===== config.mk =====
export PLATFORM = sky130hd
export DESIGN_NAME = phc_ram
export DESIGN_NICKNAME = d
export VERILOG_FILES = /design/src/hw/rtl/phc_ram.sv
export SDC_FILE = /design/constraint.sdc
export NUM_CORES = 2
export LEC_CHECK = 0
export BUFFER_PORTS_ARGS = -buffer_cell sky130_fd_sc_hd__buf_4
export CAP_MARGIN = 25
export CORE_ASPECT_RATIO = 1.4
export CORE_MARGIN = 3
export CORE_UTILIZATION = 57
export DETAILED_ROUTE_END_ITERATION = 16
export MAX_ROUTING_LAYER = met4
export PLACE_DENSITY = 0.78
export SKIP_CTS_REPAIR_TIMING = 1
export SLEW_MARGIN = 20
export SYNTH_ARGS = -nofsm -noshare
export SYNTH_HDL_FRONTEND = slang
export SYNTH_SLANG_ARGS = --single-unit

===== constraint.sdc =====
create_clock -name clk -period 3.4 [get_ports clk]
set_input_delay 0.17 -clock clk [delete_from_list [all_inputs] [get_ports clk]]
set_output_delay 0.17 -clock clk [all_outputs]
set_load 0.01 [all_outputs]

===== src/hw/rtl/phc_ram.sv =====
// ----------------------------------------------------------------------------
// phc_ram
// generic single write, single read memory with registered read data
// ----------------------------------------------------------------------------
module phc_ram #(
	parameter int WIDTH = 32,
	parameter int DEPTH = 64
) (
	input  logic                     clk,
	input  logic                     we,
	input  logic [$clog2(DEPTH)-1:0] waddr,
	input  logic [WIDTH-1:0]         wdata,
	input  logic                     re,
	input  logic [$clog2(DEPTH)-1:0] raddr,
	output logic [WIDTH-1:0]         rdata
);

	logic [WIDTH-1:0] mem [DEPTH];

	always_ff @(posedge clk) begin
		if (we) begin
			mem[waddr] <= wdata;
		end
		if (re) begin
			rdata <= mem[raddr];
		end
	end

endmodule


Word-level counts from Yosys, hierarchy flattened. Memory sizes are Yosys's and may differ from the RTL's. A register that Yosys moved wholly into a read port is not among the register bits. Index checks and enable logic that the tools add are counted.

$add $sub $neg: 0. Multipliers: 0. Divide/modulo/power cells: 0. Order comparisons: 0. Equal/unequal tests: 0. Shift-type cells: 0. Mux-type cells: 2. Bitwise operators: 0. Reductions and logical operators: 0.

Operator list (number): $mux 1 (2).

Flip-flop bits (word level): 0. Bits in latches: 0. Memory bits (writable): 2048. Memory bits (read-only): 0. Bits of input ports: 47. Logic and storage cells: 3. Memories kept: 1.

Memories: mem (words 64, width 32, rd ports 1, clocked after Yosys merged registers in 1, wr ports 1, RTL line 18) `logic [WIDTH-1:0] mem [DEPTH];`.

Logic depth before layout (Yosys ltp).
Depth after elaboration: 2. Gate-level depth with buffers: 10. Depth with buffers taken out: 5.

Worst setup path after synthesis. OpenSTA, ideal clock, no wires.

Kind: input -> register. From: in waddr[3]. To: mem mem[48][0], enable pin. Arrival time: 2.869 ns. Path slack: 0.070 ns. Stages on the path: 4. Buffers on the path: 1. Cell sequence: clkbuf_1 -> nor2b_1 -> nand4b_1 -> nor3_1.

RTL lines: from (decl) (RTL line 11) `input logic [$clog2(DEPTH)-1:0] waddr,`; to (decl) (RTL line 18).

No word-level cell before the write port.

==> results.toml <==
[status]
status = "finished, final reports clean"

[floorplan]
core-area_um2 = 137000
ios = 79
std_cell_rows = 160
start_util = 0.577
dieArea_um2 = 143000
die_w_um = 320
die_h_um = 446

[clock_network]
cts-root-buf = "clkbuf_16"
cts_made_buffers = 176
clock_latency_ns = 0.81
cts_tree = "yes"
htreeDepth = 4
cts_sinks = 2080
cts_buffer_depth = 3
clk_pin_slew_worst_paths_ns = 0.07

[synth]
synth-edff-count = 2080
ys_ff_latch = 2080
synthDistinctLibCells = 33
synth_ff_type = "edfxtp_1"
yosysSeqAreaShare = 0.792
syn_area_per_cell_um2 = 23.7
synthArstFlopShare = 0
synth_fp_nets = 3371
synth_warnings = 0
syn-instance-count = 3324
syn_area_um2 = 78800

[final_layout]
drive_gt1_frac = 0.305
fin_nets = 3703
final_area_um2 = 89400
post-route-util = 0.655
final_cell_mix = "edfxtp_1, mux4_2, buf_4"
area_delta_synth_final_pct = 13.4
final_common_cell = "edfxtp_1"

[sta]
worst_pin_slew_ns = 0.951
fin_skew_ns = 0.0334
setup_tns_ns = 0
setup_slack_ns = 0.791
hold_violations = 0
hold_slack_ns = 0.00251
maxSlewHeadroom = 0.364
finalCriticalPeriod_ns = 2.61
slew_viol_final = 0
setup_viol = 0
max_freq_mhz = 383
finalCritPeriodShare = 0.767
rsz0062_at_grt = "no"

[run]
maxCapViolations = 0

[worst_setup_path]
crit_type = "register to register"
cp_slowest_cell = "a31oi_1"
cp_data_required_time_ns = 3.92
cpPeakStageDelay_ns = 0.74
worst-path-buf-inv = 0
worstPathArrival_ns = 3.13
cpLargestDelayFamily = "multiplexers"
critPathLaunchType = "register"
path_cells = "mux4_2, mux2i_1, nand3b_1, a31oi_1, nor2_1"
cp-end-kind = "register"
crit_path_max_fanout = 1

[drt]
postRouteAntennaNets = 0
drtIter0Drc = 6117
drt_first_pass_iters = 6
wirelength_um = 209000
drc = 0
vias_per_cell = 6.96
wl_per_cell_um = 37.3
via_count = 38900

[grt]
grt_usage = 0.308
grt_pass1_wl_um = 296000
grt_pass1_vias = 39900
antenna_found_initial = 10
grt_overflow = 0
grt_max_degree = 67

[pwr]
power.density_nw_per_um2 = 575
p_leak_nw = 27.9
vdd_drop_max_mv = 0.468

[place]
gp_congestion = 0.904
hpwl_um = 111000
placed_cell_area_um2 = 83400
portBuffers = 78
dp_worst_setup_slack_ns = 0.313

[min_path]
hold_class = "primary input to register"
cells in the mapped netlist (all sizes together) (5+ instances only):
library cell / count / area (um2)
clkbuf: 74 / 278
a21oi: 62 / 310
nor2: 137 / 514
mux4: 544 / 12300
edfxtp: 2080 / 62500
nor2b: 15 / 93.8
buf: 108 / 608
mux2i: 93 / 931
a311oi: 8 / 70.1
o221ai: 27 / 236
or3b: 5 / 43.8
a22oi: 12 / 90.1
nand3: 5 / 25.0
o22ai: 84 / 526
nand2b: 8 / 50.1
nor3: 7 / 35.0
nand3b: 5 / 37.5
nand2: 26 / 97.6
kinds of logic (layout without fill, tap and decap cells):
family	count (synthesis)	in the layout	synth area share
mux	637	637	0.167
other cells	0	8	0
simple gates	223	223	0.0126
compound gates	202	202	0.0167
flops	2080	2080	0.792
buf+inv	182	659	0.0112
routing by layer:
layer	part of all wire	up-vias	global-route usage	routed length [um]
met5	0	-	-	0
met4	0.066	0	0.170	13800
met3	0.12	593	0.0704	25400
met2	0.49	3138	0.477	103000
met1	0.32	20200	0.383	67000
li1	-	14900	-	-
report_power, final:
group / leakage, nW / switching, mW / internal, mW
combinational: 6.47 / 1.81 / 1.10
sequential: 18.7 / 0.105 / 28.4
clock: 2.74 / 9.01 / 10.9
total: 27.9 / 10.9 / 40.4
state kept, by name, summed over array words and instances (netlist names):
register and count:
mem 2048, rdata 32
area by class of cell:
cell class                 count  area (um2)
clock inverter               109         983
sequential                  2080       62500
timing repair buffer         336        3090
antenna                        8        20.0
fill                        8275       47100
clock buffer                 214        4650
tap                         1782        2230
multi-input combinational   1062       16000
worst paths after layout:
check / end / cells after the start / from / slack, ns
max: rdata[18] / 5 / mem[50][18] / 0.79
min: mem[30][0] / 1 / wdata[0] / 0.003
max reg2reg: rdata[18] / 5 / mem[50][18] / 0.79
min reg2reg: rdata[20] / 4 / mem[13][20] / 0.84
metrics by stage:
step / std cells / power [mW]
after floorplan: 3324 / 30.4
after global routing: 5587 / 52.5
final: 5591 / 51.4
after CTS: 5551 / 51.5
after global placement: 5228 / 31.8
after detailed placement: 5228 / 31.9
Note: power is estimated with default switching activity, not from simulation.
