===== src/hw/rtl/phc_pkg.sv =====
// ----------------------------------------------------------------------------
// phc_pkg
// shared types, constants and helpers of the pooled handle cache
// ----------------------------------------------------------------------------
package phc_pkg;

	localparam int DEPTH       = 64;
	localparam int AW          = $clog2(DEPTH);
	localparam int CW          = AW + 1;
	localparam int HANDLE_BITS = 32;
	localparam int MIN_FREE    = 32;

	typedef enum logic [1:0] {
		KIND_GRANT    = 2'd0,
		KIND_CREATE   = 2'd1,
		KIND_RELEASE  = 2'd2,
		KIND_PUT_DONE = 2'd3
	} kind_t;

	typedef enum logic [1:0] {
		REG_HIGH_WATER = 2'd0,
		REG_LOW_WATER  = 2'd1,
		REG_MAX_IDLE   = 2'd2,
		REG_WASH_GAP   = 2'd3
	} reg_idx_t;

	localparam logic OP_GET = 1'b0;
	localparam logic OP_PUT = 1'b1;

	typedef struct packed {
		logic        operation;
		logic [31:0] now_ticks;
		logic [31:0] handle_in;
	} in_item_t;

	typedef struct packed {
		logic [1:0]  kind;
		logic [31:0] handle_out;
		logic        last;
	} out_item_t;

	typedef struct packed {
		logic [6:0]  trim_level;
		logic [6:0]  keep_level;
		logic [31:0] max_idle_ticks;
		logic [15:0] min_wash_interval;
	} cfg_t;

	typedef struct packed {
		logic                   we;
		logic [AW:0]            waddr;
		logic [HANDLE_BITS-1:0] wdata;
		logic                   re;
		logic [AW:0]            raddr;
	} hreq_t;

	typedef struct packed {
		logic          we;
		logic [AW-1:0] waddr;
		logic [31:0]   wdata;
		logic          re;
		logic [AW-1:0] raddr;
	} treq_t;

	// min(x, max(x/2, MIN_FREE))
	function automatic logic [CW-1:0] trim_count(input logic [CW-1:0] x);
		logic [CW-1:0] half;
		logic [CW-1:0] m;
		half = x >> 1;
		m    = (half > CW'(MIN_FREE)) ? half : CW'(MIN_FREE);
		return (x < m) ? x : m;
	endfunction

endpackage


===== src/hw/rtl/phc_ctrl.sv =====
// ----------------------------------------------------------------------------
// phc_ctrl
// sequencer for get, put, bank swap and wash over the handle and time memories
// ----------------------------------------------------------------------------
module phc_ctrl import phc_pkg::*; (
	input  logic                   clk,
	input  logic                   arst_n,
	input  cfg_t                   cfg,
	input  logic                   in_valid,
	output logic                   in_ready,
	input  in_item_t               in_data,
	output logic                   out_valid,
	input  logic                   out_ready,
	output out_item_t              out_data,
	output hreq_t                  hreq,
	input  logic [HANDLE_BITS-1:0] hrdata,
	output treq_t                  treq,
	input  logic [31:0]            trdata
);

	typedef enum logic [3:0] {
		ST_IDLE, ST_START, ST_SWAP, ST_POP_RD, ST_POP_OUT, ST_WASH,
		ST_TRIM_RD, ST_TRIM_WR, ST_SCAN_RD, ST_SCAN_CHK, ST_FINISH
	} state_t;

	state_t                 state_q;
	in_item_t               item_q;
	logic [AW-1:0]          head_q;
	logic [CW-1:0]          pcnt_q;
	logic [CW-1:0]          scnt_q;
	logic                   sel_q;
	logic [31:0]            lwt_q;
	logic [CW-1:0]          cnt_q;
	logic [CW-1:0]          idx_q;
	logic                   phase_q;
	logic                   skip_q;
	logic                   pend_valid_q;
	logic [HANDLE_BITS-1:0] pend_h_q;
	logic                   out_valid_q;
	out_item_t              out_q;

	logic          push_ok;
	logic          keep;
	logic [AW-1:0] tail_idx;
	logic [31:0]   wash_age;
	logic [CW-1:0] excess;

	assign push_ok   = !out_valid_q || out_ready;
	assign keep      = (scnt_q < cfg.keep_level) && (scnt_q < CW'(DEPTH));
	assign tail_idx  = head_q + pcnt_q[AW-1:0];
	assign wash_age  = item_q.now_ticks - lwt_q;
	assign excess    = pcnt_q - cfg.trim_level;
	assign in_ready  = (state_q == ST_IDLE);
	assign out_valid = out_valid_q;
	assign out_data  = out_q;

	always_comb begin
		hreq = '0;
		treq = '0;
		unique case (state_q)
			ST_START: begin
				if (item_q.operation == OP_PUT && pcnt_q < CW'(DEPTH)) begin
					hreq.we    = 1'b1;
					hreq.waddr = {sel_q, tail_idx};
					hreq.wdata = item_q.handle_in[HANDLE_BITS-1:0];
					treq.we    = 1'b1;
					treq.waddr = tail_idx;
					treq.wdata = item_q.now_ticks;
				end
			end
			ST_SWAP: begin
				treq.we    = (idx_q < pcnt_q);
				treq.waddr = idx_q[AW-1:0];
				treq.wdata = item_q.now_ticks;
			end
			ST_POP_RD: begin
				hreq.re    = 1'b1;
				hreq.raddr = {sel_q, tail_idx - AW'(1)};
			end
			ST_TRIM_RD: begin
				hreq.re    = (cnt_q != '0) && (pcnt_q != '0);
				hreq.raddr = {sel_q, head_q};
			end
			ST_TRIM_WR: begin
				hreq.we    = keep;
				hreq.waddr = {~sel_q, scnt_q[AW-1:0]};
				hreq.wdata = hrdata;
			end
			ST_SCAN_RD: begin
				treq.re    = (idx_q < pcnt_q);
				treq.raddr = head_q + idx_q[AW-1:0];
			end
			default: begin
			end
		endcase
	end

	always_ff @(posedge clk or negedge arst_n) begin
		if (!arst_n) begin
			state_q      <= ST_IDLE;
			head_q       <= '0;
			pcnt_q       <= '0;
			scnt_q       <= '0;
			sel_q        <= 1'b0;
			lwt_q        <= '0;
			pend_valid_q <= 1'b0;
			out_valid_q  <= 1'b0;
			cnt_q        <= '0;
			idx_q        <= '0;
			phase_q      <= 1'b0;
			skip_q       <= 1'b0;
		end else begin
			if (out_valid_q && out_ready) begin
				out_valid_q <= 1'b0;
			end
			unique case (state_q)
				ST_IDLE: begin
					if (in_valid) begin
						item_q  <= in_data;
						state_q <= ST_START;
					end
				end
				ST_START: begin
					if (item_q.operation == OP_PUT) begin
						if (pcnt_q >= CW'(DEPTH)) begin
							pend_valid_q <= 1'b1;
							pend_h_q     <= item_q.handle_in[HANDLE_BITS-1:0];
						end else begin
							pcnt_q <= pcnt_q + CW'(1);
						end
						state_q <= ST_WASH;
					end else if (pcnt_q == '0 && scnt_q == '0) begin
						if (push_ok) begin
							out_valid_q <= 1'b1;
							out_q       <= '{kind: KIND_CREATE, handle_out: '0, last: 1'b1};
							state_q     <= ST_IDLE;
						end
					end else if (pcnt_q == '0) begin
						sel_q   <= ~sel_q;
						head_q  <= '0;
						pcnt_q  <= scnt_q;
						scnt_q  <= '0;
						idx_q   <= '0;
						state_q <= ST_SWAP;
					end else begin
						state_q <= ST_POP_RD;
					end
				end
				ST_SWAP: begin
					if (idx_q < pcnt_q) begin
						idx_q <= idx_q + CW'(1);
					end else begin
						state_q <= ST_POP_RD;
					end
				end
				ST_POP_RD: begin
					pcnt_q  <= pcnt_q - CW'(1);
					state_q <= ST_POP_OUT;
				end
				ST_POP_OUT: begin
					if (push_ok) begin
						out_valid_q <= 1'b1;
						out_q       <= '{kind: KIND_GRANT, handle_out: 32'(hrdata), last: 1'b1};
						state_q     <= ST_IDLE;
					end
				end
				ST_WASH: begin
					if (wash_age < {16'd0, cfg.min_wash_interval}) begin
						state_q <= ST_FINISH;
					end else begin
						lwt_q <= item_q.now_ticks;
						if (pcnt_q > cfg.trim_level) begin
							cnt_q   <= trim_count(excess);
							skip_q  <= (trim_count(excess) == CW'(MIN_FREE));
							phase_q <= 1'b0;
							state_q <= ST_TRIM_RD;
						end else begin
							idx_q   <= '0;
							state_q <= ST_SCAN_RD;
						end
					end
				end
				ST_TRIM_RD: begin
					if (cnt_q == '0 || pcnt_q == '0) begin
						if (!phase_q && !skip_q) begin
							idx_q   <= '0;
							state_q <= ST_SCAN_RD;
						end else begin
							state_q <= ST_FINISH;
						end
					end else begin
						state_q <= ST_TRIM_WR;
					end
				end
				ST_TRIM_WR: begin
					if (keep || !pend_valid_q || push_ok) begin
						if (keep) begin
							scnt_q <= scnt_q + CW'(1);
						end else begin
							if (pend_valid_q) begin
								out_valid_q <= 1'b1;
								out_q       <= '{kind: KIND_RELEASE,
									handle_out: 32'(pend_h_q), last: 1'b0};
							end
							pend_valid_q <= 1'b1;
							pend_h_q     <= hrdata;
						end
						head_q  <= head_q + AW'(1);
						pcnt_q  <= pcnt_q - CW'(1);
						cnt_q   <= cnt_q - CW'(1);
						state_q <= ST_TRIM_RD;
					end
				end
				ST_SCAN_RD: begin
					if (idx_q < pcnt_q) begin
						state_q <= ST_SCAN_CHK;
					end else begin
						cnt_q   <= trim_count(idx_q);
						phase_q <= 1'b1;
						state_q <= ST_TRIM_RD;
					end
				end
				ST_SCAN_CHK: begin
					if ((item_q.now_ticks - trdata) < cfg.max_idle_ticks) begin
						cnt_q   <= trim_count(idx_q);
						phase_q <= 1'b1;
						state_q <= ST_TRIM_RD;
					end else begin
						idx_q   <= idx_q + CW'(1);
						state_q <= ST_SCAN_RD;
					end
				end
				ST_FINISH: begin
					if (push_ok) begin
						out_valid_q <= 1'b1;
						if (pend_valid_q) begin
							out_q <= '{kind: KIND_RELEASE, handle_out: 32'(pend_h_q), last: 1'b1};
						end else begin
							out_q <= '{kind: KIND_PUT_DONE, handle_out: '0, last: 1'b1};
						end
						pend_valid_q <= 1'b0;
						state_q      <= ST_IDLE;
					end
				end
				default: begin
					state_q <= ST_IDLE;
				end
			endcase
		end
	end

endmodule


===== config.mk =====
export PLATFORM = sky130hd
export DESIGN_NAME = phc_ctrl
export DESIGN_NICKNAME = d
export VERILOG_FILES = /design/src/hw/rtl/phc_pkg.sv /design/src/hw/rtl/phc_ctrl.sv
export SDC_FILE = /design/constraint.sdc
export NUM_CORES = 1
export LEC_CHECK = 0
export ABC_CLOCK_PERIOD_IN_PS = 5000
export BUFFER_PORTS_ARGS = -buffer_cell sky130_fd_sc_hd__buf_2
export CORE_ASPECT_RATIO = 1.1
export CORE_MARGIN = 3
export CORE_UTILIZATION = 51
export DETAILED_ROUTE_END_ITERATION = 16
export PLACE_DENSITY = 0.81
export SLEW_MARGIN = 0
export SYNTH_ARGS = -nofsm -noshare
export SYNTH_HDL_FRONTEND = slang
export SYNTH_SLANG_ARGS = --single-unit

===== constraint.sdc =====
create_clock -name clk -period 5 [get_ports clk]
set_input_delay 0.5 -clock clk [delete_from_list [all_inputs] [get_ports clk]]
set_output_delay 0.5 -clock clk [all_outputs]
set_load 0.01 [all_outputs]

# Word-level counts from Yosys, hierarchy flattened
# Index checks and enable logic that the tools add are counted.
[totals]
reg_bits = 207
input_bits = 195
out_inout_bits = 131
word_cells = 215
[op_classes]
addsub = 12
magnitude_cmp = 12
eq_ne = 38
mux = 88
n_bitwise = 4
reduce_logical = 42
[ops]
columns = ["cell", "count"]
rows = [
  ["$mux W35", 8],
  ["$mux W7", 24],
  ["$pmux W35 S4", 1],
  ["$mux W32", 4],
  ["$pmux W40 S2", 1],
  ["$pmux W39 S2", 1],
  ["$pmux W32 S2", 1],
  ["$sub A32 B32 Y32", 2],
  ["$ne A2 B2 Y1 const B", 24],
  ["$mux W4", 11],
  ["$mux W40", 1],
  ["$pmux W4 S10", 1],
  ["$mux W39", 1],
  ["$mux W6", 6],
  ["$pmux W7 S5", 1],
  ["$mux W34", 1],
  ["$lt A32 B16 Y1", 1],
  ["$lt A32 B32 Y1", 1],
  ["$pmux W7 S4", 1],
  ["$reduce_and A6 Y1", 4],
  ["$add A7 B1 Y7 const B", 3],
  ["$logic_not A7 Y1", 3],
  ["$pmux W7 S3", 1],
  ["$reduce_and A10 Y1", 2],
  ["other kinds (38)", 92],
]

# Longest topological paths before layout
# Gate-level depths: netlist (run 1).
[logic_depth]
ltp_word = 8
ltp_mapped = 25

# Least setup slack after synthesis (run 1)
# OpenSTA, ideal clock, no wires.
[synth_timing]
kind = "input to register"
from = "in trdata[1]"
to = "reg idx_q[5]"
setup_ns = 0.092
arrival_time_ns = 5.241
path_slack_ns = -0.332
cell_stages = 22
cell_sequence = "inv_1 > ha_1 > nor2b_1 > o31a_1 > o311ai_1 > a41oi_1 > a31oi_1 > nor4_1 > o31a_1 > o41ai_1 > mux2i_1 > nand4_1 > ha_1 > nand4_1 > nor2_1 > inv_1 > or3_1 > o221ai_1 > or2_2 > nand4_1 > or3_4 > o31ai_2"
[synth_via]
elab_chain_cells = 4
[synth_lines]
columns = ["item", "line_no", "text"]
rows = [
  ["start, declared", "phc_ctrl.sv:18", "input logic [31:0] trdata"],
  ["$sub A32 B32 Y32", "phc_ctrl.sv:224", "if ((item_q.now_ticks - trdata) < cfg.max_idle_ticks) begin"],
  ["$lt A32 B32 Y1", "phc_ctrl.sv:224", ""],
  ["$ne A2 B2 Y1 (no line)", "n/a", ""],
  ["$reduce_and A10 Y1 (no line)", "n/a", ""],
  ["end signal, assigned", "phc_ctrl.sv:151", "idx_q <= idx_q + CW'(1);"],
  ["end signal, assigned", "phc_ctrl.sv:229", "idx_q <= idx_q + CW'(1);"],
  ["end, declared", "phc_ctrl.sv:34", "logic [CW-1:0] idx_q;"],
]
# Every way passes these cells.
# A chain may end at the register's enable or synchronous reset.

# Final worst setup path (run 1)
[layout_timing]
from = "reg item_q[38] in the netlist's numbering"
to = "reg idx_q[6]"
[layout_via]
elab_chain_cells = 4
elab_cells_between_ends = 7
[layout_lines]
columns = ["item", "line_no", "text"]
rows = [
  ["start, declared", "phc_ctrl.sv:27", "in_item_t item_q;"],
  ["start signal, assigned", "phc_ctrl.sv:119", "item_q <= in_data;"],
  ["$sub A32 B32 Y32, on equally long branches", "phc_ctrl.sv:224, phc_ctrl.sv:51", ""],
  ["$lt A32 B32 Y1 / $lt A32 B16 Y1 (equally long branches)", "phc_ctrl.sv:224, phc_ctrl.sv:168", ""],
  ["$ne A2 B2 Y1 (no line)", "n/a", ""],
  ["$reduce_and A10 Y1 (no line) *", "n/a", ""],
]
# Every way passes the cells marked *; elsewhere a longest branch is shown, timed or not.

==> results of run 1 <==
## registers in the layout, indices dropped and copies added (netlist names)
| signal | count |
|---|---|
| idx_q | 7 |
| phase_q | 1 |
| head_q | 6 |
| out_valid | 1 |
| skip_q | 1 |
| out_data | 35 |
| pend_valid_q | 1 |
| lwt_q | 32 |
| cnt_q | 7 |
| item_q | 65 |
| state_q | 4 |
| scnt_q | 7 |
| sel_q | 1 |
| pcnt_q | 7 |
| pend_h_q | 32 |
## critical path, delay by kind of cell (launching register included)
kind                       cells  cell delay [ps]
AOI/OAI and AO/OA              8             1970
DFF                            1              410
buffers and inverters          2              220
and+or+nand+nor                8             1490
adders and majority gates      2              640
muxes                          1              190
## cells by family (layout without fill, tap and decap cells)
logic type,count (synthesis),after routing,share of synthesized area (%)
flip-flops,207,207,37.1
AND/OR/NAND/NOR,596,596,17.6
buffers and inverters,227,630,5.69
other,0,3,0
adder cells (fa/ha/maj),159,159,12.9
AO/OA/AOI/OAI,468,468,20.1
XOR/XNOR,68,68,3.79
multiplexers,39,39,2.80
## Yosys cell counts, drive strengths merged, types with 20 or more instances
library cell	number	area, um2
ha	154	1930
nor2	98	368
nand2b	20	125
inv	167	627
xor2	23	201
a211oi	20	155
nand3	39	195
a22o	46	403
o21ai	99	495
a21o	46	345
clkbuf	39	146
edfxtp	132	3960
mux2	37	420
a21oi	106	542
nand2	274	1030
nor2b	44	275
dfrtp	75	1880
buf	20	118
xnor2	45	394
nor3	30	150
nand4	23	156
## final cells by class
class	instances	area (um2)
clock buffer	31	679
clock inverter	15	199
fill	2388	10300
sequential	207	5840
timing repair buffer	416	2390
multi-input combinational	1330	9400
inverter	168	631
antenna	3	7.51
tap	408	510
## power breakdown
group          internal (mW)  switching, mW
Sequential              2.30          0.383
Combinational           2.55           3.51
Clock                   1.18          0.767
## timing repair
action	CTS	global route
setup buffers	3	8
gates resized for setup	11	60
endpoints found under the hold margin	7	0
hold buffers	1	0
pin swaps	12	31
gates cloned	0	3
endpoints found under the setup margin	49	51
## through the flow
| stage | power [mW] | util, % | cell area (um2) |
|---|---|---|---|
| 5_1_grt | 11.4 | 65.5 | 19600 |
| 3_3_place_gp | 8.08 | 61.1 | 18300 |
| 3_5_place_dp | 8.26 | 61.1 | 18300 |
| 4_1_cts | 10.3 | 64.2 | 19300 |
| 2_1_floorplan | 6.57 | - | 15800 |
| 6_report | 10.7 | 65.5 | 19600 |
## cell usage in the layout (no fill, tap or decap), types with 7 or more instances in the layout
master       n
nand3_1     37
o21ai_0     87
nor4_1       9
a21o_1      46
o22ai_1     10
o211ai_1    10
nor2b_1     43
o21bai_1    12
or3_1        7
nor2_1      95
a31oi_1     16
ha_1       149
a21oi_1     98
a211oi_1    16
nor3_1      28
mux2_4      24
mux2_1       8
o21a_1      12
o31ai_1     12
buf_2      324
or2_2        7
dfrtp_1     75
nand2_1    273
xor2_1      23
clkbuf_16   28
inv_1      165
buf_4       84
edfxtp_1   132
a22o_1      46
and2_1       7
xnor2_1     44
nand2b_1    20
nand4_1     21
and3_1      16
## per-layer routing
| layer | vias to the layer above | GRT usage, % |
|---|---|---|
| li1 | 7128 | - |
| met1 | 7152 | 33.3 |
| met2 | 673 | 48.4 |
| met3 | 159 | 4.72 |
| met4 | 2 | 11.3 |
| met5 | - | 0 |
## how the worst max path moves through the flow
stage,start,to,slack [ps],cells after the start
after floorplan,item_q[33],idx_q[6],-80,21
after global placement,trdata[1],idx_q[6],-320,24
after detailed placement,trdata[1],idx_q[6],-420,24
after CTS,item_q[33],idx_q[6],-100,22
after global routing,item_q[36],lwt_q[31],-180,22
final,item_q[38],idx_q[6],-8,21
==> metrics.txt, run 1 <==
status complete, but fails checks; failing checks negative setup slack; mapped cell area 15,700 um2; initial antenna violation count 4; Slew Limit Headroom 29.3%; post-synthesis cell type count 82; clock skew 22.2 ps; worst reg2reg path endpoint idx_q[6]; Worst-path clk slew 60 ps; Worst Hold End item_q[28]; grt ovf 0; WP data arrival 5470 ps; met2 wire len 24.1 mm; WS Path Type flop to flop; TritonCTS Sinks 207; total track usage 27.4%; FMAX 200 MHz; standard-cell rows 66; via/cell ratio about 5.9; iteration-0 DRC count of the detailed router between 1,000 and 1,500; Slew Viols, Final 0; setup slack after layout -8.31 ps; Max-Cap Viols 0; Lkg Pwr 9.48 nW; clk buf depth 3; Die Height 190 um; root buf cell clkbuf_16; dpl cells between 2,000 and 3,000; power density over cell area 544 nW/um2; Final HPWL DP 35.2 mm; max layer used met5; period utilization 100%; yosys synthesis warning count 0; reg-to-reg startpoint item_q[38]; Syn Area/Cell slightly below 9 um2; DRC viols 0; Hold Startpoint in_data[28]; via count around 15,000; Hold Vio Cnt, Final 0; chip width about 170 um; CORE AREA approximately 30,000 um2; layout cells sized above 1 25.7%; Post-synth EDFFs ~130; syn nets 2,118; DR pass1 iterations 6; Routed WL per cell 18.8 um; vias in the first global route 15,000; H-tree depth 1; Clock Latency Late Sink 550 ps; Die ar. ~33,000 um2; endpoints failing setup 1; Hold Crit Depth 1; routed length on met3 3.43 mm; worst vdd ir roughly 350 uV; Reg2Reg Depth 21; TritonCTS clock tree done; Max stage delay cell, worst path or3_4; pin slew with the least headroom to its limit 1060 ps; required time of the critical path 5460 ps; I/O Pins between 300 and 400; critical path's largest stage delay 470 ps; Place WS -418 ps; Max FO, Critical Path 6; crit path time final 5010 ps; Post-Route WL 48.4 mm; worst hold path type primary input to flop; Synth async-reset ratio between 30% and 40%; # nets final 2,502; crit-path most repeated cell nand4_1; CP Cell Sequence ha_1 -> a211o_1 -> o311ai_4 -> a41oi_2 -> a31oi_4 -> nor4_2 -> o31a_1 -> o41ai_2 -> buf_4 -> mux2i_1 -> nand4_1 -> ha_1 -> nand4_1 -> nor2_1 -> inv_1 -> or3_4 -> o221ai_4 -> or2_4 -> nand4_1 -> or3_4 -> o31ai_4; M1 wire length about 19 mm; sequential share of the synthesized area 37.1%; setup tns final -8.31 ps; first-pass GRT wire length 75.2 mm; GPL Wtd Cong 0.971; RSZ-0062 raised after global routing true; Initial Util between 50% and 60%; Detail Route Antenna Nets 0; crit path capture type flop; worst hold margin between 100 and 150 ps; slack of the worst reg-to-reg path -8 ps; Layout area overhead 24.9%; CTS buffer count 25; Worst setup SP type flop; flops & latches, synth 207; post-synthesis cell count 1,764; Main synth FF type edfxtp_1; Final Non-Filler Cells 2,578; Port Buffers 325; pin count of the biggest net entering global routing 69
Power figures use the tool's default switching activity.
==> run 2, diff against run 1 <==
Settings changed: CORE_ASPECT_RATIO 1.1 to 1.75.
==> run 2 against run 1 <==
The flow still finishes with violations (negative setup slack). Sequential power hardly changed. Sequential cell count unchanged. Via count rose by 1.3%. Maximum frequency fell by 5.5%. Clock power is 18% lower. Die area rose by 0.25%. Hold slack gained 8.1 ps. Global-route usage grew 1.2 points. Largest cell class unchanged. Critical endpoint unchanged.
==> metrics.txt, run 2 (synthesized netlist as in run 1, its figures left out) <==
status complete, but fails checks; failing checks negative setup slack; grt ovf 0 (unchanged); WP data arrival 5730 ps (+260 ps); Die Height 238 um (+25%); placed cell area 18,400 um2 (+0.45%); endpoints failing setup 17 (+16); power density over cell area 540 nW/um2 (-0.75%); vias in the first global route 15,500 (+2.9%); # nets final 2,522 (+0.80%); most frequent cells in the layout buf_2, nand2_1, inv_1; Worst-path clk slew 70 ps (about the same); TritonCTS clock tree done; worst vdd ir 368 uV (+5.5%); Tot Pwr 10.7 mW (-0.20%); Routed WL per cell 20.0 um (+6.3%); crit path capture type flop; Slew Viols, Final 0 (unchanged); Largest Register item_q; Slew Limit Headroom 31.0% (+1.7 points); WS Path Type flop to flop; H-tree depth 1 (unchanged); Detail Route Antenna Nets 0 (unchanged); Post-Route WL 51.4 mm (+6.1%); crit path time final 5300 ps (+290 ps); period utilization 106% (+5.8 points); clock skew 22.2 ps (-0.0202 ps); Max-Cap Viols 0 (unchanged); CORE AREA 30,300 um2 (+0.98%); Initial Util 52.0% (-0.51 points); TritonCTS Sinks 207 (unchanged); total track usage 28.6% (+1.2 points); required time of the critical path 5430 ps (-30 ps); iteration-0 DRC count of the detailed router 950 (-31%); DR pass1 iterations 6 (unchanged); design area 19,800 um2 (+0.55%); max FFs per register 65 (unchanged); RSZ-0062 raised after global routing true; CTS buffer count 22 (-12%); worst hold path type primary input to flop; chip width 139 um (-20%); initial antenna violation count 6 (+2); Lkg Pwr 9.50 nW (+0.21%); Reg2Reg Depth 22 (+4.8%); reg-to-reg startpoint item_q[36]; worst hold margin 131 ps (+8.08 ps); Clock Latency Late Sink 540 ps (about the same); first-pass GRT wire length 77.4 mm (+2.8%); layout cells sized above 1 26.6% (+0.85 points); via count 15,300 (+1.3%); Hold Startpoint in_data[42]; setup slack after layout -299 ps (-290 ps); via/cell ratio 5.95 (+1.6%); pin count of the biggest net entering global routing 66 (-4.3%); Place WS -575 ps (-157 ps); Max FO, Critical Path 6 (unchanged); standard-cell rows 84 (+27%); Port Buffers 325 (unchanged); Layout area overhead 25.6%; I/O Pins 326 (unchanged); FMAX 189 MHz (-5.5%); worst reg2reg path endpoint idx_q[6]; Final HPWL DP 37.7 mm (+7.1%); clk buf depth 3 (unchanged); DRC viols 0 (unchanged); slack of the worst reg-to-reg path -300 ps (-290 ps); Hold Crit Depth 1 (unchanged); pin slew with the least headroom to its limit 1040 ps (-20.2 ps); GPL Wtd Cong 0.943 (-2.9%); root buf cell clkbuf_16; Hold Vio Cnt, Final 0 (unchanged); Worst setup SP type flop; commonest non-fill, non-tap cell in the layout buf_2; Die ar. 33,100 um2 (+0.25%); Worst Hold End item_q[42]
run 2: layout make-up:
type / instances / area, um2
multi-input cells: 1330 / 9530
inverters: 168 / 631
clock buffers: 23 / 554
fillers: 2402 / 10500
well taps: 387 / 484
flip-flops and latches: 207 / 5840
repair buffers: 439 / 2570
diodes: 1 / 2.50
clock inverters: 17 / 136
run 2: worst max-delay path, cell delays in order, from the launching register on:
cell      delay (ps)
edfxtp_1         400
ha_1             250
buf_4            170
o21ai_0          310
a21oi_1          240
o311ai_4         160
a41oi_2          220
a31oi_4          270
nor4_4            70
o31a_1           290
o41ai_4          380
mux2i_1          230
nand4_1          110
ha_1             330
nand4_1          110
nor2_1           100
inv_1             50
or3_4            330
o221ai_4         230
or2_4            180
nand4_1          100
or3_4            460
o31ai_4          200
run 2: how the worst max path moves through the flow:
stage / startpoint / end / slack [ps] / cells past startpoint
global placement: trdata[1] / idx_q[6] / -410 / 23
floorplan: item_q[33] / idx_q[6] / -80 / 21
finish: item_q[36] / idx_q[6] / -300 / 22
detailed placement: trdata[1] / idx_q[6] / -570 / 23
global route: item_q[36] / idx_q[6] / -440 / 22
CTS: item_q[33] / idx_q[6] / -130 / 21
run 2: per-layer routing:
metal	track usage [%]	share of wire, %
met5	0	0.14
met4	14.2	6.1
met3	5.19	7.2
met2	55.7	53
met1	28.8	34
run 2: what timing repair did:
item                                   4_1_cts  5_1_grt
pin swaps                                   17       30
endpoints found under the hold margin       13        0
setup endpoints to repair                   51       51
resized for setup                           19       79
gates cloned                                 0        3
setup buffers                                8       14
hold buffers                                 1        0
run 2: power by group:
group	internal (mW)	switching, mW	total [mW]	leakage (nW)
clock	0.867	0.736	1.60	0.324
combinational	2.71	3.64	6.35	7.04
sequential	2.30	0.408	2.71	2.13
run 2: per-stage QoR:
step                      std cells  setup TNS, ps  utilization [%]
after floorplan                1764           -191                -
after global placement         2507          -4580             60.7
after detailed placement       2507          -9660             60.7
after CTS                      2556           -581             63.5
after global routing           2571          -9530             65.3
final                          2572          -2930             65.3
==> run 3, diff against run 2 <==
==> constraint.sdc (replaced) <==
create_clock -name clk -period 5 [get_ports clk]
set_input_delay 0.25 -clock clk [delete_from_list [all_inputs] [get_ports clk]]
set_output_delay 0.25 -clock clk [all_outputs]
set_load 0.01 [all_outputs]
==> run 3 against run 2 <==
The flow still finishes with violations (negative setup slack). Maximum frequency is 2.4% higher. Sequential share of layout area fell by 0.27 points. Via count grew 1.9%. Global-route usage up 1.0 points. Count of clock-buffer cells in the layout is 1 higher. First-iteration DRC count grew 11%. Die area unchanged. Wire length grew 1.1%. Core utilization up 0.59 points. Sequential power about the same. Sequential cell count stayed put. Critical path depth down 1.
==> metrics.txt, run 3 (synthesized netlist as in run 1, its figures left out) <==
crit path time final 5170 ps (-125 ps); Slew Limit Headroom 23.3% (-7.7 points); initial antenna violation count 1 (-5); TritonCTS clock tree done; CTS buffer count 21 (-4.5%); H-tree depth 1 (unchanged); Worst-path clk slew 80 ps (about the same); critical path's largest stage delay 450 ps (about the same); I/O Pins 326 (unchanged); period utilization 103% (-2.5 points); Max FO, Critical Path 6 (unchanged); Clock Latency Late Sink 530 ps (about the same); max FFs per register 65 (unchanged); total track usage 29.6% (+1.0 points); max layer used met4; Final HPWL DP 37.0 mm (-2.1%); power density over cell area 526 nW/um2 (-2.5%); GPL Wtd Cong 0.979 (+3.9%); layout cells sized above 1 22.8% (-3.8 points); root buf cell clkbuf_16; Detail Route Antenna Nets 0 (unchanged); required time of the critical path 5430 ps (about the same); DRC viols 0 (unchanged); routed length on met3 3.66 mm (-0.54%); crit path capture type flop; Layout area overhead 26.7%; commonest non-fill, non-tap cell in the layout buf_2; CP Cell Sequence ha_1 -> nor2b_4 -> o31a_1 -> o311ai_4 -> a41oi_2 -> a31oi_4 -> nor4_2 -> o31a_1 -> o41ai_4 -> mux2i_1 -> nand4_1 -> ha_1 -> nand4_1 -> nor2_1 -> inv_1 -> or3_4 -> o221ai_4 -> or2_4 -> nand4_1 -> or3_4 -> o31ai_4; Post-Route WL 51.9 mm (+1.1%); Max-Cap Viols 0 (unchanged); Hold Crit Depth 3 (+2); via count 15,600 (+1.9%); Slew Viols, Final 0 (unchanged); chip width 139 um (unchanged); crit-path most repeated cell nand4_1; M1 wire length 17.6 mm (+1.4%); DR pass1 iterations 8 (+2); pin slew with the least headroom to its limit 1150 ps (+110 ps); WS Path Type flop to flop; Routed WL per cell 20.0 um (about the same); Largest Register item_q; slack of the worst reg-to-reg path -170 ps (+120 ps); Reg2Reg Depth 21 (-4.5%); worst vdd ir 512 uV (+39%); Hold Vio Cnt, Final 0 (unchanged); CORE AREA 30,300 um2 (unchanged); Die ar. 33,100 um2 (unchanged); worst hold path type primary input to flop; standard-cell rows 84 (unchanged); Initial Util 52.0% (unchanged); pin count of the biggest net entering global routing 66 (unchanged); setup slack after layout -174 ps (+125 ps); endpoints failing setup 12 (-5); WP data arrival 5610 ps (-120 ps); clock skew 13.8 ps (-8.37 ps); FMAX 193 MHz (+2.4%); met2 wire len 27.5 mm (+1.2%); grt ovf 0 (unchanged); Max stage delay cell, worst path or3_4; RSZ-0062 raised after global routing true; Lkg Pwr 9.55 nW (+0.58%); failing checks negative setup slack; # nets final 2,553 (+1.2%); Place WS -322 ps (+253 ps); Port Buffers 325 (unchanged); TritonCTS Sinks 207 (unchanged); setup tns final -1040 ps (+1890 ps); iteration-0 DRC count of the detailed router 1,053 (+11%); status complete, but fails checks; first-pass GRT wire length 80.5 mm (+4.0%); most frequent cells in the layout buf_2, nand2_1, inv_1; via/cell ratio 5.99 (+0.68%); Die Height 238 um (unchanged); clk buf depth 3 (unchanged); Worst setup SP type flop; vias in the first global route 16,300 (+5.4%)
run 3: area by class of cell:
class,instances,area (um2)
diodes,1,2.50
clock buffers,24,537
clock inverters,14,258
fillers,2349,10300
inverters,168,631
multi-input cells,1330,9270
flip-flops and latches,207,5840
well taps,387,484
repair buffers,471,2910
run 3: power breakdown:
group / internal, mW / total [mW] / switching [mW] / leakage, nW
Combinational: 2.44 / 5.93 / 3.50 / 7.05
Sequential: 2.30 / 2.69 / 0.392 / 2.13
Clock: 1.14 / 1.87 / 0.732 / 0.372
run 3: path summary, 6_finish.rpt:
kind | start | to
hold reg to reg | lwt_q[7] | lwt_q[7]
hold / removal | hrdata[30] | pend_h_q[30]
min in group asynchronous | arst_n | lwt_q[1]
setup / recovery | item_q[33] | idx_q[5]
setup reg to reg | item_q[33] | idx_q[5]
max in group asynchronous | arst_n | pcnt_q[5]
run 3: layer usage:
metal / global-route usage, % / vias up
met3: 5.03 / 229
met2: 56.3 / 794
met5: 0 / -
met1: 30.0 / 7353
met4: 17.5 / 0
li1: - / 7222
run 3: worst max-delay path: cells and delay by family, from the launching register on:
kind	cells	cell delay [ps]
AND/OR/NAND/NOR	9	1660
multiplexers	1	230
buffers and inverters	1	90
adder cells (fa/ha/maj)	2	620
flip-flops	1	400
AO/OA/AOI/OAI	8	2050
run 3: metrics by stage:
stage / total power, mW / utilization, % / std cells / hold WS, ps / cell area, um2
6_report: 10.5 / 65.9 / 2602 / 30.1 / 19900
5_1_grt: 11.2 / 65.9 / 2602 / 29.4 / 19900
4_1_cts: 10.3 / 65.3 / 2591 / 3.54 / 19800
3_5_place_dp: 8.31 / 60.0 / 2479 / 320 / 18200
3_3_place_gp: 8.13 / 60.0 / 2479 / 315 / 18200
2_1_floorplan: 6.57 / - / 1764 / -45.6 / 15800
run 3: repair_timing:
item / CTS / global route
hold buffers: 67 / 0
endpoints found under the hold margin: 111 / 0
cloned: 0 / 1
pin swaps: 19 / 17
setup buffers: 7 / 9
gates resized for setup: 15 / 23
endpoints found under the setup margin: 51 / 51
